### config.mk
export PLATFORM = sky130hd
export DESIGN_NAME = moving_average_highpass
export DESIGN_NICKNAME = d
export VERILOG_FILES = /design/src/rtl/core/mah_pkg.sv /design/src/rtl/core/moving_average_highpass.sv
export SDC_FILE = /design/constraint.sdc
export NUM_CORES = 2
export LEC_CHECK = 0
export BUFFER_PORTS_ARGS = -buffer_cell sky130_fd_sc_hd__buf_2
export CAP_MARGIN = 20
export CORE_MARGIN = 5
export CORE_UTILIZATION = 40
export CTS_CLUSTER_SIZE = 12
export DETAILED_ROUTE_END_ITERATION = 8
export GPL_ROUTABILITY_DRIVEN = 0
export GPL_TIMING_DRIVEN = 0
export SYNTH_ARGS = -nofsm -noshare
export SYNTH_HDL_FRONTEND = slang
export SYNTH_SLANG_ARGS = --single-unit
### constraint.sdc
create_clock -name clk -period 8.35 [get_ports clk]
set_clock_uncertainty 0.2 [all_clocks]
set_input_delay 1.2525 -clock clk [delete_from_list [all_inputs] [get_ports clk]]
set_output_delay 1.2525 -clock clk [all_outputs]
set_load 0.01 [all_outputs]
### src/rtl/core/mah_pkg.sv
// ----------------------------------------------------------------------------
// mah_pkg
// Shared types and constants of the moving-average high-pass filter.
// ----------------------------------------------------------------------------
package mah_pkg;

  // largest averaging window, forced odd
  localparam int unsigned MAX_WINDOW = 63;
  localparam logic [5:0]  MAX_WIN_ODD = 6'(MAX_WINDOW | 1);

  // history ring
  localparam int unsigned HIST_DEPTH = 64;
  localparam int unsigned HIST_AW    = 6;

  // dividend bits of the rounding division
  localparam int unsigned DIV_W = 24;

  // register index of the window length
  localparam logic REG_WINDOW = 1'b0;

  typedef enum logic [2:0] {
    ST_IDLE,
    ST_WRITE,
    ST_SUM,
    ST_DRAIN,
    ST_NUM,
    ST_PREP,
    ST_DIV,
    ST_PUSH
  } state_t;

endpackage

### src/rtl/core/moving_average_highpass.sv
// ----------------------------------------------------------------------------
// moving_average_highpass
// Sample minus centered moving average over an odd window, edges replicated.
// ----------------------------------------------------------------------------
// The output trails the input by half a window of samples. Each result pass
// reads 2*h+2 history terms (one memory read a cycle), then runs DRAIN, NUM,
// PREP, the divider and the push. A non-final sample runs at most one pass, a
// final one one per pending result (up to h+1). One input transaction at a time.
// Reset (synchronous, rst_n low) clears the control state and sets W to 1;
// the history memory is not cleared, each entry is written before it is read.
// ----------------------------------------------------------------------------
module moving_average_highpass (
  input  logic        clk,
  input  logic        rst_n,
  // input stream
  input  logic        in_tvalid,
  output logic        in_tready,
  input  logic [15:0] in_tdata,   // [15:0] sample_in
  input  logic        in_tlast,   // end_of_stream
  // result stream
  output logic        out_tvalid,
  input  logic        out_tready,
  output logic [15:0] out_tdata,  // [15:0] sample_out
  output logic        out_tlast,  // last_out
  // configuration port
  input  logic        cfg_psel,
  input  logic        cfg_penable,
  input  logic        cfg_pwrite,
  input  logic [2:0]  cfg_paddr,
  input  logic [31:0] cfg_pwdata,
  output logic [31:0] cfg_prdata,
  output logic        cfg_pready
);

  mah_pkg::state_t state_r, state_nxt;

  logic [5:0]  wl_r;
  logic [6:0]  rc_r, em_r;
  logic [15:0] first_r, x_r;
  logic        eos_r;
  logic [5:0]  newest_r;
  logic [5:0]  d_r;
  logic [5:0]  left_r;
  logic [5:0]  t_r;
  logic signed [21:0] sum_r;
  logic signed [15:0] cx_r;
  logic signed [23:0] num_r;
  logic        neg_r;
  logic [mah_pkg::DIV_W-1:0] dvd_r;
  logic [7:0]  rem_r;
  logic [4:0]  dcnt_r;
  logic        p_vld_r, p_ctr_r, p_const_r;
  logic [15:0] p_val_r;
  logic        out_valid_r, out_last_r;
  logic [15:0] out_data_r;

  // history memory
  logic [15:0] hist_mem [mah_pkg::HIST_DEPTH];
  logic [15:0] mem_q;
  logic [mah_pkg::HIST_AW-1:0] rd_addr;

  // effective window and half width
  logic [5:0] win;
  logic [4:0] half;
  assign win  = (wl_r > mah_pkg::MAX_WIN_ODD) ? mah_pkg::MAX_WIN_ODD : wl_r;
  assign half = win[5:1];

  // configuration port
  logic cfg_wr;
  assign cfg_pready = 1'b1;
  assign cfg_wr     = cfg_psel && cfg_penable && cfg_pwrite && cfg_pready &&
                      (cfg_paddr[2] == mah_pkg::REG_WINDOW);
  assign cfg_prdata = (cfg_paddr[2] == mah_pkg::REG_WINDOW) ? {26'd0, wl_r} : 32'd0;

  assign in_tready  = (state_r == mah_pkg::ST_IDLE);
  assign out_tvalid = out_valid_r;
  assign out_tdata  = out_data_r;
  assign out_tlast  = out_last_r;

  // term of the window sum for counter t_r (t_r == 0 fetches the center)
  logic signed [7:0] k_s;
  logic signed [8:0] pos_s, off_s;
  logic              below, past_new, last_term;
  assign k_s       = $signed({2'b00, t_r}) - 8'sd1 - $signed({3'b000, half});
  assign pos_s     = $signed({2'b00, em_r}) + 9'(k_s);
  assign off_s     = $signed({3'b000, d_r}) - 9'(k_s);
  assign below     = pos_s < 0;
  assign past_new  = off_s < 0;
  assign last_term = (t_r == {half, 1'b1});

  always_comb begin
    if (t_r == 6'd0) rd_addr = newest_r - d_r;
    else             rd_addr = newest_r - off_s[5:0];
  end

  // pending results after the current sample is stored
  logic [6:0] rc_inc, pending;
  assign rc_inc  = rc_r + 7'd1;
  assign pending = (em_r == 7'd0) ? rc_inc : {2'b00, half} + 7'd1;

  // divider step
  logic [7:0] remx, dv2;
  logic       ge;
  assign remx = {rem_r[6:0], dvd_r[mah_pkg::DIV_W-1]};
  assign dv2  = {1'b0, win, 1'b0};
  assign ge   = remx >= dv2;

  // saturated signed result
  logic [15:0] sat_q;
  always_comb begin
    if (neg_r) begin
      if (dvd_r > 24'd32768) sat_q = 16'h8000;
      else                   sat_q = 16'(~dvd_r + 24'd1);
    end else begin
      if (dvd_r > 24'd32767) sat_q = 16'h7FFF;
      else                   sat_q = dvd_r[15:0];
    end
  end

  logic push_ok;
  assign push_ok = !out_valid_r || out_tready;

  // next state
  always_comb begin
    state_nxt = state_r;
    case (state_r)
      mah_pkg::ST_IDLE:  if (in_tvalid) state_nxt = mah_pkg::ST_WRITE;
      mah_pkg::ST_WRITE: begin
        if (eos_r || pending > {2'b00, half}) state_nxt = mah_pkg::ST_SUM;
        else                                  state_nxt = mah_pkg::ST_IDLE;
      end
      mah_pkg::ST_SUM:   if (last_term) state_nxt = mah_pkg::ST_DRAIN;
      mah_pkg::ST_DRAIN: state_nxt = mah_pkg::ST_NUM;
      mah_pkg::ST_NUM:   state_nxt = mah_pkg::ST_PREP;
      mah_pkg::ST_PREP:  state_nxt = mah_pkg::ST_DIV;
      mah_pkg::ST_DIV:   if (dcnt_r == 5'(mah_pkg::DIV_W - 1)) state_nxt = mah_pkg::ST_PUSH;
      mah_pkg::ST_PUSH: begin
        if (push_ok) begin
          if (left_r == 6'd1) state_nxt = mah_pkg::ST_IDLE;
          else                state_nxt = mah_pkg::ST_SUM;
        end
      end
      default: state_nxt = mah_pkg::ST_IDLE;
    endcase
  end

  always_ff @(posedge clk) begin
    if (!rst_n) state_r <= mah_pkg::ST_IDLE;
    else        state_r <= state_nxt;
  end

  // memory: one write port, one registered read port
  always_ff @(posedge clk) begin
    if (state_r == mah_pkg::ST_WRITE) hist_mem[rc_r[5:0]] <= x_r;
    mem_q <= hist_mem[rd_addr];
  end

  // datapath and control registers
  always_ff @(posedge clk) begin
    if (!rst_n) begin
      wl_r        <= 6'd1;
      rc_r        <= 7'd0;
      em_r        <= 7'd0;
      first_r     <= 16'd0;
      p_vld_r     <= 1'b0;
      out_valid_r <= 1'b0;
    end else begin
      // a push in the same cycle reloads the output register instead
      if (out_valid_r && out_tready && state_r != mah_pkg::ST_PUSH)
        out_valid_r <= 1'b0;
      if (cfg_wr) begin
        wl_r <= cfg_pwdata[5:0] | 6'd1;
        rc_r <= 7'd0;
        em_r <= 7'd0;
      end
      p_vld_r <= 1'b0;
      case (state_r)
        mah_pkg::ST_IDLE: begin
          if (in_tvalid) begin
            x_r   <= in_tdata;
            eos_r <= in_tlast;
          end
        end
        mah_pkg::ST_WRITE: begin
          if (em_r == 7'd0 && rc_r == 7'd0) first_r <= x_r;
          newest_r <= rc_r[5:0];
          rc_r     <= rc_inc;
          t_r      <= 6'd0;
          if (eos_r) begin
            left_r <= pending[5:0];
            d_r    <= 6'(pending - 7'd1);
          end else begin
            left_r <= 6'd1;
            d_r    <= {1'b0, half};
          end
        end
        mah_pkg::ST_SUM: begin
          // issue one term a cycle, accumulate the one issued before
          p_vld_r   <= 1'b1;
          p_ctr_r   <= (t_r == 6'd0);
          p_const_r <= (t_r != 6'd0) && (below || past_new);
          p_val_r   <= below ? first_r : x_r;
          t_r       <= t_r + 6'd1;
          if (t_r == 6'd0) sum_r <= 22'sd0;
        end
        mah_pkg::ST_NUM: begin
          num_r <= 24'($signed({1'b0, win}) * cx_r) - 24'(sum_r);
        end
        mah_pkg::ST_PREP: begin
          neg_r  <= num_r[23];
          dvd_r  <= ((num_r[23] ? (~num_r + 24'd1) : num_r) << 1) + {18'd0, win};
          rem_r  <= 8'd0;
          dcnt_r <= 5'd0;
        end
        mah_pkg::ST_DIV: begin
          rem_r  <= ge ? (remx - dv2) : remx;
          dvd_r  <= {dvd_r[mah_pkg::DIV_W-2:0], ge};
          dcnt_r <= dcnt_r + 5'd1;
        end
        mah_pkg::ST_PUSH: begin
          if (push_ok) begin
            out_valid_r <= 1'b1;
            out_data_r  <= sat_q;
            out_last_r  <= eos_r && (left_r == 6'd1);
            left_r <= left_r - 6'd1;
            d_r    <= d_r - 6'd1;
            t_r    <= 6'd0;
            if (left_r == 6'd1 && eos_r) begin
              rc_r <= 7'd0;
              em_r <= 7'd0;
            end else if (em_r != 7'd127) begin
              em_r <= em_r + 7'd1;
            end
          end
        end
        default: ;
      endcase
      // accumulate the term fetched in the previous cycle
      if (p_vld_r) begin
        if (p_ctr_r)        cx_r  <= $signed(mem_q);
        else if (p_const_r) sum_r <= sum_r + 22'($signed(p_val_r));
        else                sum_r <= sum_r + 22'($signed(mem_q));
      end
    end
  end

  // assertions
  a_sum_start_clean: assert property (@(posedge clk) disable iff (!rst_n)
    (state_r == mah_pkg::ST_SUM && t_r == 6'd0) |-> !p_vld_r)
    else $error("term pipeline busy at start of window sum");

  a_div_exit: assert property (@(posedge clk) disable iff (!rst_n)
    (state_r == mah_pkg::ST_DIV) |=>
      (state_r == mah_pkg::ST_DIV || state_r == mah_pkg::ST_PUSH))
    else $error("divider left early");

  a_cfg_restart: assert property (@(posedge clk) disable iff (!rst_n)
    (cfg_wr && state_r == mah_pkg::ST_IDLE) |=> (rc_r == 7'd0 && em_r == 7'd0))
    else $error("window write did not restart stream");

  a_drain_pending: assert property (@(posedge clk) disable iff (!rst_n)
    (state_r == mah_pkg::ST_DRAIN) |-> p_vld_r)
    else $error("last window term lost");

endmodule

==> flow_metrics.tcl <==
set metrics [dict create \
    synth-edff-count 1199 \
    cts_buffer_depth 3 \
    yosysMostFrequentCell "edfxtp_1" \
    crit_chain "clkbuf_1, clkbuf_1, buf_1, nand2_1, fa_1, inv_1, fa_1, fa_1, fa_1, ha_1, and2_1, o2111a_1, nor2_1, a21oi_1, nor2_1, a2111oi_0, a2111oi_0, a21oi_1, xnor2_1" \
    postCtsSetupRepairBufs 0 \
    num_vias 30132 \
    slew_violations 0 \
    syn_area_um2 56510 \
    finalWorstPathRequiredPeriod_ns 6.698 \
    setup_viol 0 \
    nets 3920 \
    ant_nets 0 \
    synth_flop_cell "edfxtp_1" \
    arrival_ns 7.06 \
    synth_seq_area_share_pct 65.69 \
    run_status "completed" \
    drc 0 \
    synth_cell_types 85 \
    ctsResizeCount 0 \
    drt_iter0_markers 2708 \
    synth_seq_cells 1255 \
    crit_path_frequent_cell "fa_1" \
    grt_max_degree 35 \
    drive_gt1_share_pct 21.95 \
    crit_path_end_kind "flop" \
    fp.dieW_um 385.9 \
    cap_violations 0 \
    tightestPinTransition_ns 1.178 \
    hold_violations 0 \
    final_core_util_pct 46.49 \
    crit_type "flop to flop" \
    grt_pass1_vias 30412 \
    timing.fmax_mhz 149.3 \
    numCtsBuffers 137 \
    cts.clk_slew.worst_paths_ns 0.06 \
    cts_num_sinks 1255 \
    gr-total-overflow 0 \
    synth_top_cell_by_area "edfxtp_1" \
    cts_root_buffer "clkbuf_16" \
    area_delta_synth_final_pct 15.92 \
    cpPeakStageDelay_ns 0.73 \
    synthCells 3321 \
    port_buffers 54 \
    powerDensity_nw_per_um2 279.9 \
    routed_wl_um 135100 \
    hp-class "flop to flop" \
    cp_slowest_cell "a2111oi_0" \
    dieArea_um2 148900 \
    peakVddDrop_mv 0.2288 \
    synth_warnings 0 \
    grt_pass1_wl_um 200900 \
    hold_slack_ns 0.2488 \
    avgSynthCellArea_um2 17.02 \
    clkLatencyLatePin_ns 0.76 \
    core_um2 140900 \
    htree_levels 4 \
    rsz0062_at_grt "false" \
    pre_cts_ws_ns 1.554 \
    fin_setup_tns_ns 0 \
    async_flop_share_pct 0 \
    synthTopCellsByArea "edfxtp_1, mux4_2, fa_1" \
    vias_per_cell 5.361 \
    fin_crit_sh_pct 80.21 \
    die_h_um 385.9 \
    first_pass_iters 5 \
    grtUsageTotal_pct 18.22 \
    std_cell_rows 138 \
    routedWlPerCell_um 24.03 \
    synth_common_cells "edfxtp_1, mux4_2, inv_1" \
    crit_required_ns 8.71 \
    antenna_cells 0 \
    yosysTopAreaCellShare_pct 63.71 \
    grt_antenna_before_repair 2 \
    ctsHoldBuffers 0 \
    min_path_cells 0 \
    path_max_fanout 10 \
    leakagePower_uw 0.02210 \
    cts_tree "yes" \
    ff2ff_path_depth 19 \
    dp_hpwl_um 96840 \
    cp-start-kind "flop" \
    io_pins 111 \
    start_util_pct 40.11 \
    slew_headroom_pct 21.23 \
    finalWorstSetupSlack_ns 1.652 \
]
## worst paths after layout
check | endpoint | slack [ns] | start
max | num_r[23]$_DFFE_PP_ | 1.65 | wl_r[3]$_SDFFE_PN0P_
min | cx_r[13]$_DFFE_PP_ | 0.25 | mem_q[13]$_DFF_P_
max reg2reg | num_r[23]$_DFFE_PP_ | 1.65 | wl_r[3]$_SDFFE_PN0P_
min reg2reg | cx_r[13]$_DFFE_PP_ | 0.25 | mem_q[13]$_DFF_P_
## layout by cell type (no fill, tap or decap), types with 19 or more instances in the layout
cell type and count:
clkbuf_16 141, nor2_1 107, nor2b_1 27, nor2_2 64
ha_1 124, dfxtp_1 56, xor2_1 58, buf_2 57
inv_1 188, nor3_1 29, a21oi_1 78, nand3_1 38
buf_1 31, buf_4 27, and2_1 41, edfxtp_1 1199
buf_8 59, mux2_2 34, clkinv_1 19, mux2i_1 55
xnor2_1 67, fa_1 98, nand2b_1 20, a21boi_0 28
nand2_1 186, o21ai_0 75, buf_16 38, o22ai_1 26
clkbuf_1 150, conb_1 27, mux4_2 320
## metrics by stage
step,instance area (µm²),cells,power (µW)
global route,65510,5621,19000
CTS,65450,5617,18440
global placement,59240,5290,12670
finish,65510,5621,18340
floorplan,56610,3346,10750
detailed placement,61350,5386,12820
## layout make-up
cell class	count	area (µm²)
sequential	1255	37130
multi-input combinational	1731	18220
tap	1890	2365
buffer	171	747.0
fill	11971	75390
timing repair buffer	154	2245
inverter	189	709.4
clock buffer	183	3700
clock inverter	48	395.4
## layer usage
metal | vias to the layer above | track usage (%) | wire length (µm)
li1 | 13457 | - | -
met1 | 15565 | 25.67 | 58480
met2 | 901 | 29.30 | 64560
met3 | 209 | 2.714 | 7862
met4 | 0 | 5.975 | 4184
met5 | - | 0 | 0
## registers in the layout, summed over array words and instances, names as in the netlist, 3 cells and up
signal,flops
p_val_r,16
wl_r,5
t_r,6
num_r,24
left_r,6
rem_r,7
rc_r,7
first_r,16
state_r,3
mem_q,16
dvd_r,24
sum_r,22
out_tdata,16
cx_r,16
hist_mem,1024
newest_r,6
dcnt_r,5
x_r,16
em_r,7
d_r,6
## worst max-delay path: cells and delay by family (launching register included)
kind / cells / cell delay, ns
simple gates: 4 / 0.73
buf+inv: 4 / 1.37
xor+xnor: 1 / 0.29
compound gates: 5 / 1.42
fa+ha+maj: 5 / 2.17
flops: 1 / 0.30
## where the power goes
| part | internal (µW) | switching (µW) |
|---|---|---|
| registers | 7070 | 111 |
| clock network | 3150 | 2460 |
| logic | 2380 | 3170 |
## kinds of logic (layout without fill, tap and decap cells)
logic type / Yosys count / in the layout / share of synthesized area, %
flops: 1255 / 1255 / 65.69
simple gates: 615 / 615 / 5.323
mux: 409 / 409 / 14.40
buf+inv: 360 / 745 / 2.577
compound gates: 331 / 331 / 3.804
fa+ha+maj: 222 / 222 / 6.217
xor+xnor: 127 / 127 / 1.968
other cells: 2 / 27 / 0.01329
(Power assumes the default switching activity.)
